`src/sv/gis_ram.sv`:
```
// simple dual port ram with registered read data
`timescale 1ns / 1ps
module gis_ram #(
	parameter int WIDTH = 16,
	parameter int DEPTH = 32,
	parameter int AW = $clog2(DEPTH)
) (
	input  logic             clk,
	input  logic             we,
	input  logic [AW-1:0]    waddr,
	input  logic [WIDTH-1:0] wdata,
	input  logic [AW-1:0]    raddr,
	output logic [WIDTH-1:0] rdata
);
	logic [WIDTH-1:0] mem [DEPTH];

	// write port
	always_ff @(posedge clk) begin
		if (we) begin
			mem[waddr] <= wdata;
		end
	end

	// read port
	always_ff @(posedge clk) begin
		rdata <= mem[raddr];
	end
endmodule

```
`config.mk`:
```
export PLATFORM = sky130hd
export DESIGN_NAME = gis_ram
export DESIGN_NICKNAME = d
export VERILOG_FILES = /design/src/sv/gis_ram.sv
export SDC_FILE = /design/constraint.sdc
export NUM_CORES = 1
export LEC_CHECK = 0
export BUFFER_PORTS_ARGS = -buffer_cell sky130_fd_sc_hd__buf_2
export CAP_MARGIN = 20
export CORE_ASPECT_RATIO = 1.75
export CORE_MARGIN = 1
export CORE_UTILIZATION = 55
export CTS_CLUSTER_DIAMETER = 80
export DETAILED_ROUTE_END_ITERATION = 8
export PLACE_DENSITY = 0.76
export SYNTH_ARGS = -nofsm -noshare
export SYNTH_HDL_FRONTEND = slang
export SYNTH_SLANG_ARGS = --single-unit
export TNS_END_PERCENT = 1
```
`constraint.sdc`:
```
create_clock -name clk -period 3.15 [get_ports clk]
set_input_delay 0.315 -clock clk [delete_from_list [all_inputs] [get_ports clk]]
set_output_delay 0.315 -clock clk [all_outputs]
set_load 0.05 [all_outputs]
```
Word level (Yosys, flattened, before mapping)
Memory sizes are Yosys's and may differ from the RTL's. A register that Yosys moved wholly into a read port is not among the register bits.
Index checks and enable logic that the tools add are counted.
W data, S select, Z words.
{"block": "op_classes", "n_mux": 2}
{"op": "$mux W1", "n": 2}
{"block": "totals", "regBits": 0, "mem_bits_rw": 512, "input_bits": 28, "output_inout_bits": 16, "word_cells": 3, "n_memories": 1}
{"name": "mem", "words": 32, "word_bits": 16, "rd": 1, "rd_ports_with_merged_regs": 1, "wr": 1, "line": "15", "rtl": "logic [WIDTH-1:0] mem [DEPTH];"}

Longest topological paths before layout
Gate-level depths: netlist (run 1).
{"block": "logic_depth", "depth_word": 2, "mapped_depth": 8, "mapped_depth_nobuf": 5}

Worst setup path after synthesis (run 1)
Ideal clock, no wire load.
{"block": "synth_path", "kind": "input to register", "from": "in waddr[1]", "to": "mem mem[12][0] (enable)", "setup_time_ns": 0.388, "t_arrival_ns": 1.667, "required_ns": 2.762, "slack_ns": 1.095, "path_stages": 3, "path_buffers": 1, "path_cell_list": "or3b_2 -> clkbuf_1 -> nor2_1"}
{"element": "from (decl)", "line": "10", "rtl": "input logic [AW-1:0] waddr,"}
{"element": "to (decl)", "line": "15"}
No word-level cell before the write port.

==> results of run 1 <==
==> per-layer routing <==
layer	vias up	track usage [%]
met3	96	3.11
li1	4731	-
met1	5322	26.7
met5	-	0
met4	0	9.56
met2	366	42.4
==> synthesized netlist by cell type <==
cell type	n	area, um2
sky130_fd_sc_hd__a22oi_1	64	480
sky130_fd_sc_hd__a31oi_1	16	100
sky130_fd_sc_hd__clkbuf_1	12	45.0
sky130_fd_sc_hd__buf_6	6	67.6
sky130_fd_sc_hd__or3_1	1	6.26
sky130_fd_sc_hd__nor2_4	1	11.3
sky130_fd_sc_hd__nor2b_1	2	12.5
sky130_fd_sc_hd__nand4_1	16	100
sky130_fd_sc_hd__or3b_2	3	26.3
sky130_fd_sc_hd__buf_8	6	90.1
sky130_fd_sc_hd__edfxtp_1	512	15400
sky130_fd_sc_hd__nor2_1	33	124
sky130_fd_sc_hd__nor3_1	16	80.1
sky130_fd_sc_hd__buf_2	19	95.1
sky130_fd_sc_hd__nand3_1	34	170
sky130_fd_sc_hd__and2_1	1	6.26
sky130_fd_sc_hd__or2_1	1	6.26
sky130_fd_sc_hd__nand3b_1	5	37.5
sky130_fd_sc_hd__a22o_1	32	280
sky130_fd_sc_hd__mux2i_1	256	2560
sky130_fd_sc_hd__buf_4	19	143
sky130_fd_sc_hd__nand2b_1	2	12.5
sky130_fd_sc_hd__nand2_1	33	124
sky130_fd_sc_hd__dfxtp_1	16	320
sky130_fd_sc_hd__buf_12	5	100
sky130_fd_sc_hd__a21oi_1	32	160
==> placed cells by master, fill, tap and decap left out, types with 2 or more instances in the layout <==
| cell type | synthesis | routed |
|---|---|---|
| sky130_fd_sc_hd__edfxtp_1 | 512 | 512 |
| sky130_fd_sc_hd__mux2i_1 | 256 | 256 |
| sky130_fd_sc_hd__a22oi_1 | 64 | 64 |
| sky130_fd_sc_hd__buf_4 | 19 | 62 |
| sky130_fd_sc_hd__clkbuf_16 | 0 | 45 |
| sky130_fd_sc_hd__buf_2 | 19 | 42 |
| sky130_fd_sc_hd__nand3_1 | 34 | 34 |
| sky130_fd_sc_hd__nand2_1 | 33 | 33 |
| sky130_fd_sc_hd__nor2_1 | 33 | 33 |
| sky130_fd_sc_hd__a21oi_1 | 32 | 32 |
| sky130_fd_sc_hd__a22o_1 | 32 | 32 |
| sky130_fd_sc_hd__nor3_1 | 16 | 16 |
| sky130_fd_sc_hd__a31oi_1 | 16 | 16 |
| sky130_fd_sc_hd__nand4_1 | 16 | 16 |
| sky130_fd_sc_hd__dfxtp_1 | 16 | 16 |
| sky130_fd_sc_hd__clkinv_2 | 0 | 8 |
| sky130_fd_sc_hd__clkbuf_1 | 12 | 8 |
| sky130_fd_sc_hd__nand3b_1 | 5 | 5 |
| sky130_fd_sc_hd__bufinv_16 | 0 | 5 |
| sky130_fd_sc_hd__clkinv_1 | 0 | 5 |
| sky130_fd_sc_hd__buf_12 | 5 | 5 |
| sky130_fd_sc_hd__or3b_2 | 3 | 3 |
| sky130_fd_sc_hd__nor2b_4 | 0 | 2 |
| sky130_fd_sc_hd__nand2b_1 | 2 | 2 |
| sky130_fd_sc_hd__inv_6 | 0 | 2 |
| sky130_fd_sc_hd__clkinv_4 | 0 | 2 |
==> registers in the layout, indices dropped and copies added (netlist names) <==
name   count
rdata     16
mem      512
==> power groups by stage <==
stage	combinational [mW]	clock [mW]	sequential (mW)
after floorplan	0.439	0	8.08
after global placement	0.790	0	8.00
after detailed placement	0.812	0	8.00
after CTS	0.817	5.47	7.85
after global routing	0.866	5.74	7.85
final	0.813	5.41	7.85
==> kinds of logic (layout without fill, tap and decap cells) <==
logic type	Yosys count	in the layout	synth area share [%]
AO/OA/AOI/OAI	144	144	4.97
buffers and inverters	67	187	2.63
other	0	1	0
flip-flops	528	528	76.4
multiplexers	256	256	12.5
AND/OR/NAND/NOR	148	148	3.49
==> area by class of cell <==
type / count / area [um2]
diodes: 1 / 2.50
clock buffers: 54 / 1170
clock inverters: 23 / 251
fillers: 2589 / 13900
multi-input cells: 548 / 4320
flip-flops and latches: 528 / 15700
well taps: 475 / 594
repair buffers: 110 / 791
==> per-stage QoR <==
| stage | util (%) | cells |
|---|---|---|
| 2_1_floorplan | - | 1143 |
| 3_3_place_gp | 58.2 | 1661 |
| 3_5_place_dp | 58.2 | 1661 |
| 4_1_cts | 62.1 | 1738 |
| 5_1_grt | 62.1 | 1738 |
| 6_report | 62.1 | 1739 |
==> worst paths after layout <==
path | startpoint | end | slack [ns]
worst max register to register | mem[1][1] | rdata[1] | 1.74
worst min-delay path | raddr[3] | rdata[3] | 0.24
worst max-delay path | raddr[1] | rdata[8] | 1.32
worst min register to register | mem[10][3] | rdata[3] | 0.62
==> worst max-delay path, stage by stage <==
cell	delay [ns]
sky130_fd_sc_hd__buf_2	0.15
sky130_fd_sc_hd__nor2b_4	0.81
sky130_fd_sc_hd__buf_4	0.36
sky130_fd_sc_hd__a22oi_1	0.13
sky130_fd_sc_hd__a31oi_1	0.32
sky130_fd_sc_hd__nand3_1	0.15
==> flow_metrics.env, run 1 <==
export IMPL_vdd_ir_drop_worst_v=0.000338
export IMPL_power_frac_comb_pct=5.8
export IMPL_grt_total_usage_pct=23.0
export IMPL_clock_tree_buffer_depth=3
export IMPL_post_route_worst_setup_slack_ns=1.32
export IMPL_dpl_instance_area_um2=21400
export IMPL_post_route_ant_nets=0
export IMPL_floorplan_io_pins=44
export IMPL_timing_hold_ws_ns=0.242
export IMPL_grt_remaining_overflow=0
export IMPL_postCtsHoldBufs=0
export IMPL_clk_insertion_delay_late_ns=0.57
export IMPL_achievable_frequency_mhz=546
export IMPL_tritoncts_clock_tree="built"
export IMPL_final_area_um2=22800
export IMPL_syn_area_per_cell_um2=18.0
export IMPL_total_switching_power_mw=2.95
export IMPL_routedLengthMet1_um=15700
export IMPL_initialDrtViolationCount=905
export IMPL_buffer_ports_inserted=43
export IMPL_netSwitchingFraction_pct=21.0
export IMPL_final_layout_size_suffix_gt1_share_pct=14.3
export IMPL_start_util_pct=55.8
export IMPL_p_per_area_nw_per_um2=616
export IMPL_timing_critical_path_from_type="primary input"
export IMPL_die_height_um=258
export IMPL_first_pass_iters=6
export IMPL_max_slew_margin_pct=36.3
export IMPL_lkg_pwr_nw=8.05
export IMPL_worst_ep_required_time_ns=3.56
export IMPL_drv_max_cap_violation_count=0
export IMPL_clock_skew_final_ns=0.0184
export IMPL_final_cycle_utilization_of_the_critical_path_pct=58.1
export IMPL_tns_ns=0
export IMPL_routed_top_layer="met4"
export IMPL_cts_root_buffer_cell="sky130_fd_sc_hd__clkbuf_16"
export IMPL_endpoints_failing_setup=0
export IMPL_core_um2=36800
export IMPL_met3WireLength_um=2130
export IMPL_dpl_hpwl_um=27400
export IMPL_rsz_0062_raised_after_global_routing="false"
export IMPL_pre_cts_slack_ns=0.816
export IMPL_mappedNetlistArea_um2=20500
export IMPL_detailroute_wirelength_met2_um=23600
export IMPL_gp_routability_congestion=0.819
export IMPL_power_frac_seq_pct=55.8
export IMPL_arrival_ns=2.24
export IMPL_power_clock_fraction_pct=38.4
export IMPL_setup_cp_type="in2reg"
export IMPL_clock_sinks=528
export IMPL_synth_seq_cells=528
export IMPL_fp_dieW_um=148
export IMPL_numnets_final=1258
export IMPL_grt_antenna_before_repair=1
export IMPL_grt_first_pass_wirelength_um=64000
export IMPL_finalMaxSlewViolations=0
export IMPL_htree_levels=2
export IMPL_worst_setup_hold_path_clk_slew_ns=0.06
export IMPL_power_internal_mw=11.1
export IMPL_holdCritPathClass="in2reg"
export IMPL_critical_path_endpoint_type="flip-flop"
export IMPL_worst_hold_path_num_cells=3
export IMPL_wirelength_um=43000
export IMPL_syn_inst=1143
export IMPL_synth_warnings=0
export IMPL_tightestPinTransition_ns=0.954
export IMPL_synth_seq_area_share_pct=76.4
export IMPL_cts_inserted_buffers=42
export IMPL_syn_nets=1171
export IMPL_grt_start_max_net_pins=68
export IMPL_post_layout_total_power_mw=14.1
export IMPL_rr_worst_depth=5
export IMPL_floorplan_rows=93
export IMPL_fin_crit_ns=1.83
export IMPL_vias_in_the_first_global_route=10800
export IMPL_drc_errors=0
export IMPL_synth_cell_types=26
export IMPL_finalHoldViolCount=0
export IMPL_cts_resized=0
export IMPL_syn2layout_area_growth_pct=11.1
export IMPL_routed_via_count=10500
export IMPL_floorplan_die_area_um2=38100
export IMPL_avgViaCountPerCell=6.05
export IMPL_post_cts_setup_buffers=0
export IMPL_status="finished, final reports clean"
export IMPL_average_wire_per_cell_in_the_routed_design_um=24.7
export IMPL_worstPathMaxFanout=25
Note: power is estimated with default switching activity, not from simulation.
==> run 2, diff against run 1 <==
==> constraint.sdc (replaced) <==
create_clock -name clk -period 1.85 [get_ports clk]
set_input_delay 0.185 -clock clk [delete_from_list [all_inputs] [get_ports clk]]
set_output_delay 0.185 -clock clk [all_outputs]
set_load 0.05 [all_outputs]
==> run 2 against run 1 <==
  * Core utilization up 1.0 points
  * Worst hold slack worse by 0.16 ns
  * Critical path depth down 1
  * Power increased by 69%
  * Via count increased by 1.9%
  * Count of clock-buffer cells in the layout up 6
  * Cell count rose by 0.86%
  * Sequential power increased by 71%
  * Non-clock buffer count increased by 20
  * Sequential cell count unchanged
==> flow_metrics.env, run 2 (synthesis results as in run 1) <==
export IMPL_start_util_pct=55.8
export IMPL_grt_remaining_overflow=0
export IMPL_drc_errors=0
export IMPL_fin_crit_ns=1.53
export IMPL_dpl_hpwl_um=28700
export IMPL_drv_max_cap_violation_count=0
export IMPL_routed_via_count=10700
export IMPL_setup_cp_type="reg2reg"
export IMPL_worstReg2RegStart="mem[7][15]"
export IMPL_layout_cells_most_common_list="sky130_fd_sc_hd__edfxtp_1 (512), sky130_fd_sc_hd__mux2i_1 (256), sky130_fd_sc_hd__a22oi_1 (64), sky130_fd_sc_hd__buf_4 (59), sky130_fd_sc_hd__clkbuf_16 (43)"
export IMPL_vias_in_the_first_global_route=11000
export IMPL_numnets_final=1279
export IMPL_fp_dieW_um=148
export IMPL_achievable_frequency_mhz=652
export IMPL_avgViaCountPerCell=6.11
export IMPL_post_route_worst_setup_slack_ns=0.316
export IMPL_final_area_um2=23200
export IMPL_antenna_diode_count=0
export IMPL_die_height_um=258
export IMPL_timing_critical_path_to="rdata[15]"
export IMPL_p_per_area_nw_per_um2=1030
export IMPL_status="finished, final reports clean"
export IMPL_clock_skew_final_ns=0.0252
export IMPL_grt_antenna_before_repair=1
export IMPL_top_register="mem"
export IMPL_htree_levels=2
export IMPL_rsz_0062_raised_after_global_routing="false"
export IMPL_syn2layout_area_growth_pct=12.9
export IMPL_final_layout_size_suffix_gt1_share_pct=15.2
export IMPL_tightestPinTransition_ns=0.698
export IMPL_lkg_pwr_nw=8.19
export IMPL_pre_cts_slack_ns=-0.0632
export IMPL_post_route_ant_nets=0
export IMPL_rr_worst_depth=5
export IMPL_holdCritPathClass="in2reg"
export IMPL_endpoints_failing_setup=0
export IMPL_vdd_ir_drop_worst_v=0.000664
export IMPL_grt_total_usage_pct=23.7
export IMPL_finalHoldViolCount=0
export IMPL_dpl_instance_area_um2=21800
export IMPL_timing_hold_ws_ns=0.0802
export IMPL_tritoncts_clock_tree="built"
export IMPL_largest_register_ffs=512
export IMPL_arrival_ns=1.95
export IMPL_cts_root_buffer_cell="sky130_fd_sc_hd__clkbuf_16"
export IMPL_core_um2=36800
export IMPL_worst_ep_required_time_ns=2.26
export IMPL_worstPathMaxFanout=1
export IMPL_post_cts_setup_buffers=0
export IMPL_buffer_ports_inserted=43
export IMPL_gp_routability_congestion=0.830
export IMPL_first_pass_iters=5
export IMPL_post_layout_total_power_mw=23.8
export IMPL_average_wire_per_cell_in_the_routed_design_um=25.3
export IMPL_finalMaxSlewViolations=0
export IMPL_critical_path_endpoint_type="flip-flop"
export IMPL_reg2reg_slack_ns=0.32
export IMPL_regs_by_ff_count="mem: 512 flops, rdata: 16 flops"
export IMPL_final_cycle_utilization_of_the_critical_path_pct=82.9
export IMPL_floorplan_io_pins=44
export IMPL_clock_tree_buffer_depth=3
export IMPL_worst_setup_path_startpoint="mem[7][15]"
export IMPL_max_slew_margin_pct=53.5
export IMPL_clk_insertion_delay_late_ns=0.58
export IMPL_initialDrtViolationCount=841
export IMPL_cts_resized=0
export IMPL_grt_first_pass_wirelength_um=65800
export IMPL_postCtsHoldBufs=0
export IMPL_worst_setup_hold_path_clk_slew_ns=0.07
export IMPL_wirelength_um=44300
export IMPL_grt_start_max_net_pins=42
export IMPL_timing_critical_path_from_type="flip-flop"
export IMPL_critical_path_reg2reg_endpoint="rdata[15]"
export IMPL_tns_ns=0
export IMPL_floorplan_die_area_um2=38100
export IMPL_cts_inserted_buffers=43
export IMPL_clock_sinks=528
export IMPL_floorplan_rows=93
export IMPL_final_common_cell="sky130_fd_sc_hd__edfxtp_1"
[run 2: stage by stage]
stage               utilization [%]  std cells
global route                   63.1       1754
CTS                            63.1       1754
finish                         63.1       1754
detailed placement             59.4       1681
floorplan                         -       1143
global placement               59.4       1681
[run 2: worst max-delay path, cell delays in order, from the launching register on]
cell and delay, ns:
sky130_fd_sc_hd__edfxtp_1 0.35, sky130_fd_sc_hd__mux2i_1 0.26, sky130_fd_sc_hd__a22o_1 0.19, sky130_fd_sc_hd__nor3_1 0.07
sky130_fd_sc_hd__a31oi_1 0.34, sky130_fd_sc_hd__nand3_1 0.16
[run 2: report_power, final]
group	internal [mW]	switching (mW)	leakage [nW]
Sequential	13.3	0.0652	4.75
Clock	5.01	3.95	0.663
Combinational	0.503	0.994	2.78
[run 2: area by class of cell]
type,count,area (um2)
Sequential cell,528,15700
Fill cell,2571,13600
Multi-Input combinational cell,548,4320
Timing Repair Buffer,130,1230
Clock buffer,60,1180
Tap cell,475,594
Clock inverter,13,174
[run 2: layer usage]
metal | track usage (%) | wire length [um]
met1 | 27.5 | 15800
met2 | 43.6 | 24400
met3 | 2.79 | 2320
met4 | 10.2 | 1810
met5 | 0 | 0
[run 2: how the worst min path moves through the flow]
stage	from	to	slack, ns	depth (start not counted)
after floorplan	wdata[0]	mem[0][0]	0.28	0
after global placement	mem[16][12]	rdata[12]	0.60	4
after detailed placement	mem[17][11]	rdata[11]	0.62	4
after CTS	raddr[4]	rdata[10]	0.07	3
after global routing	raddr[4]	rdata[6]	0.09	3
final	raddr[4]	rdata[10]	0.08	3
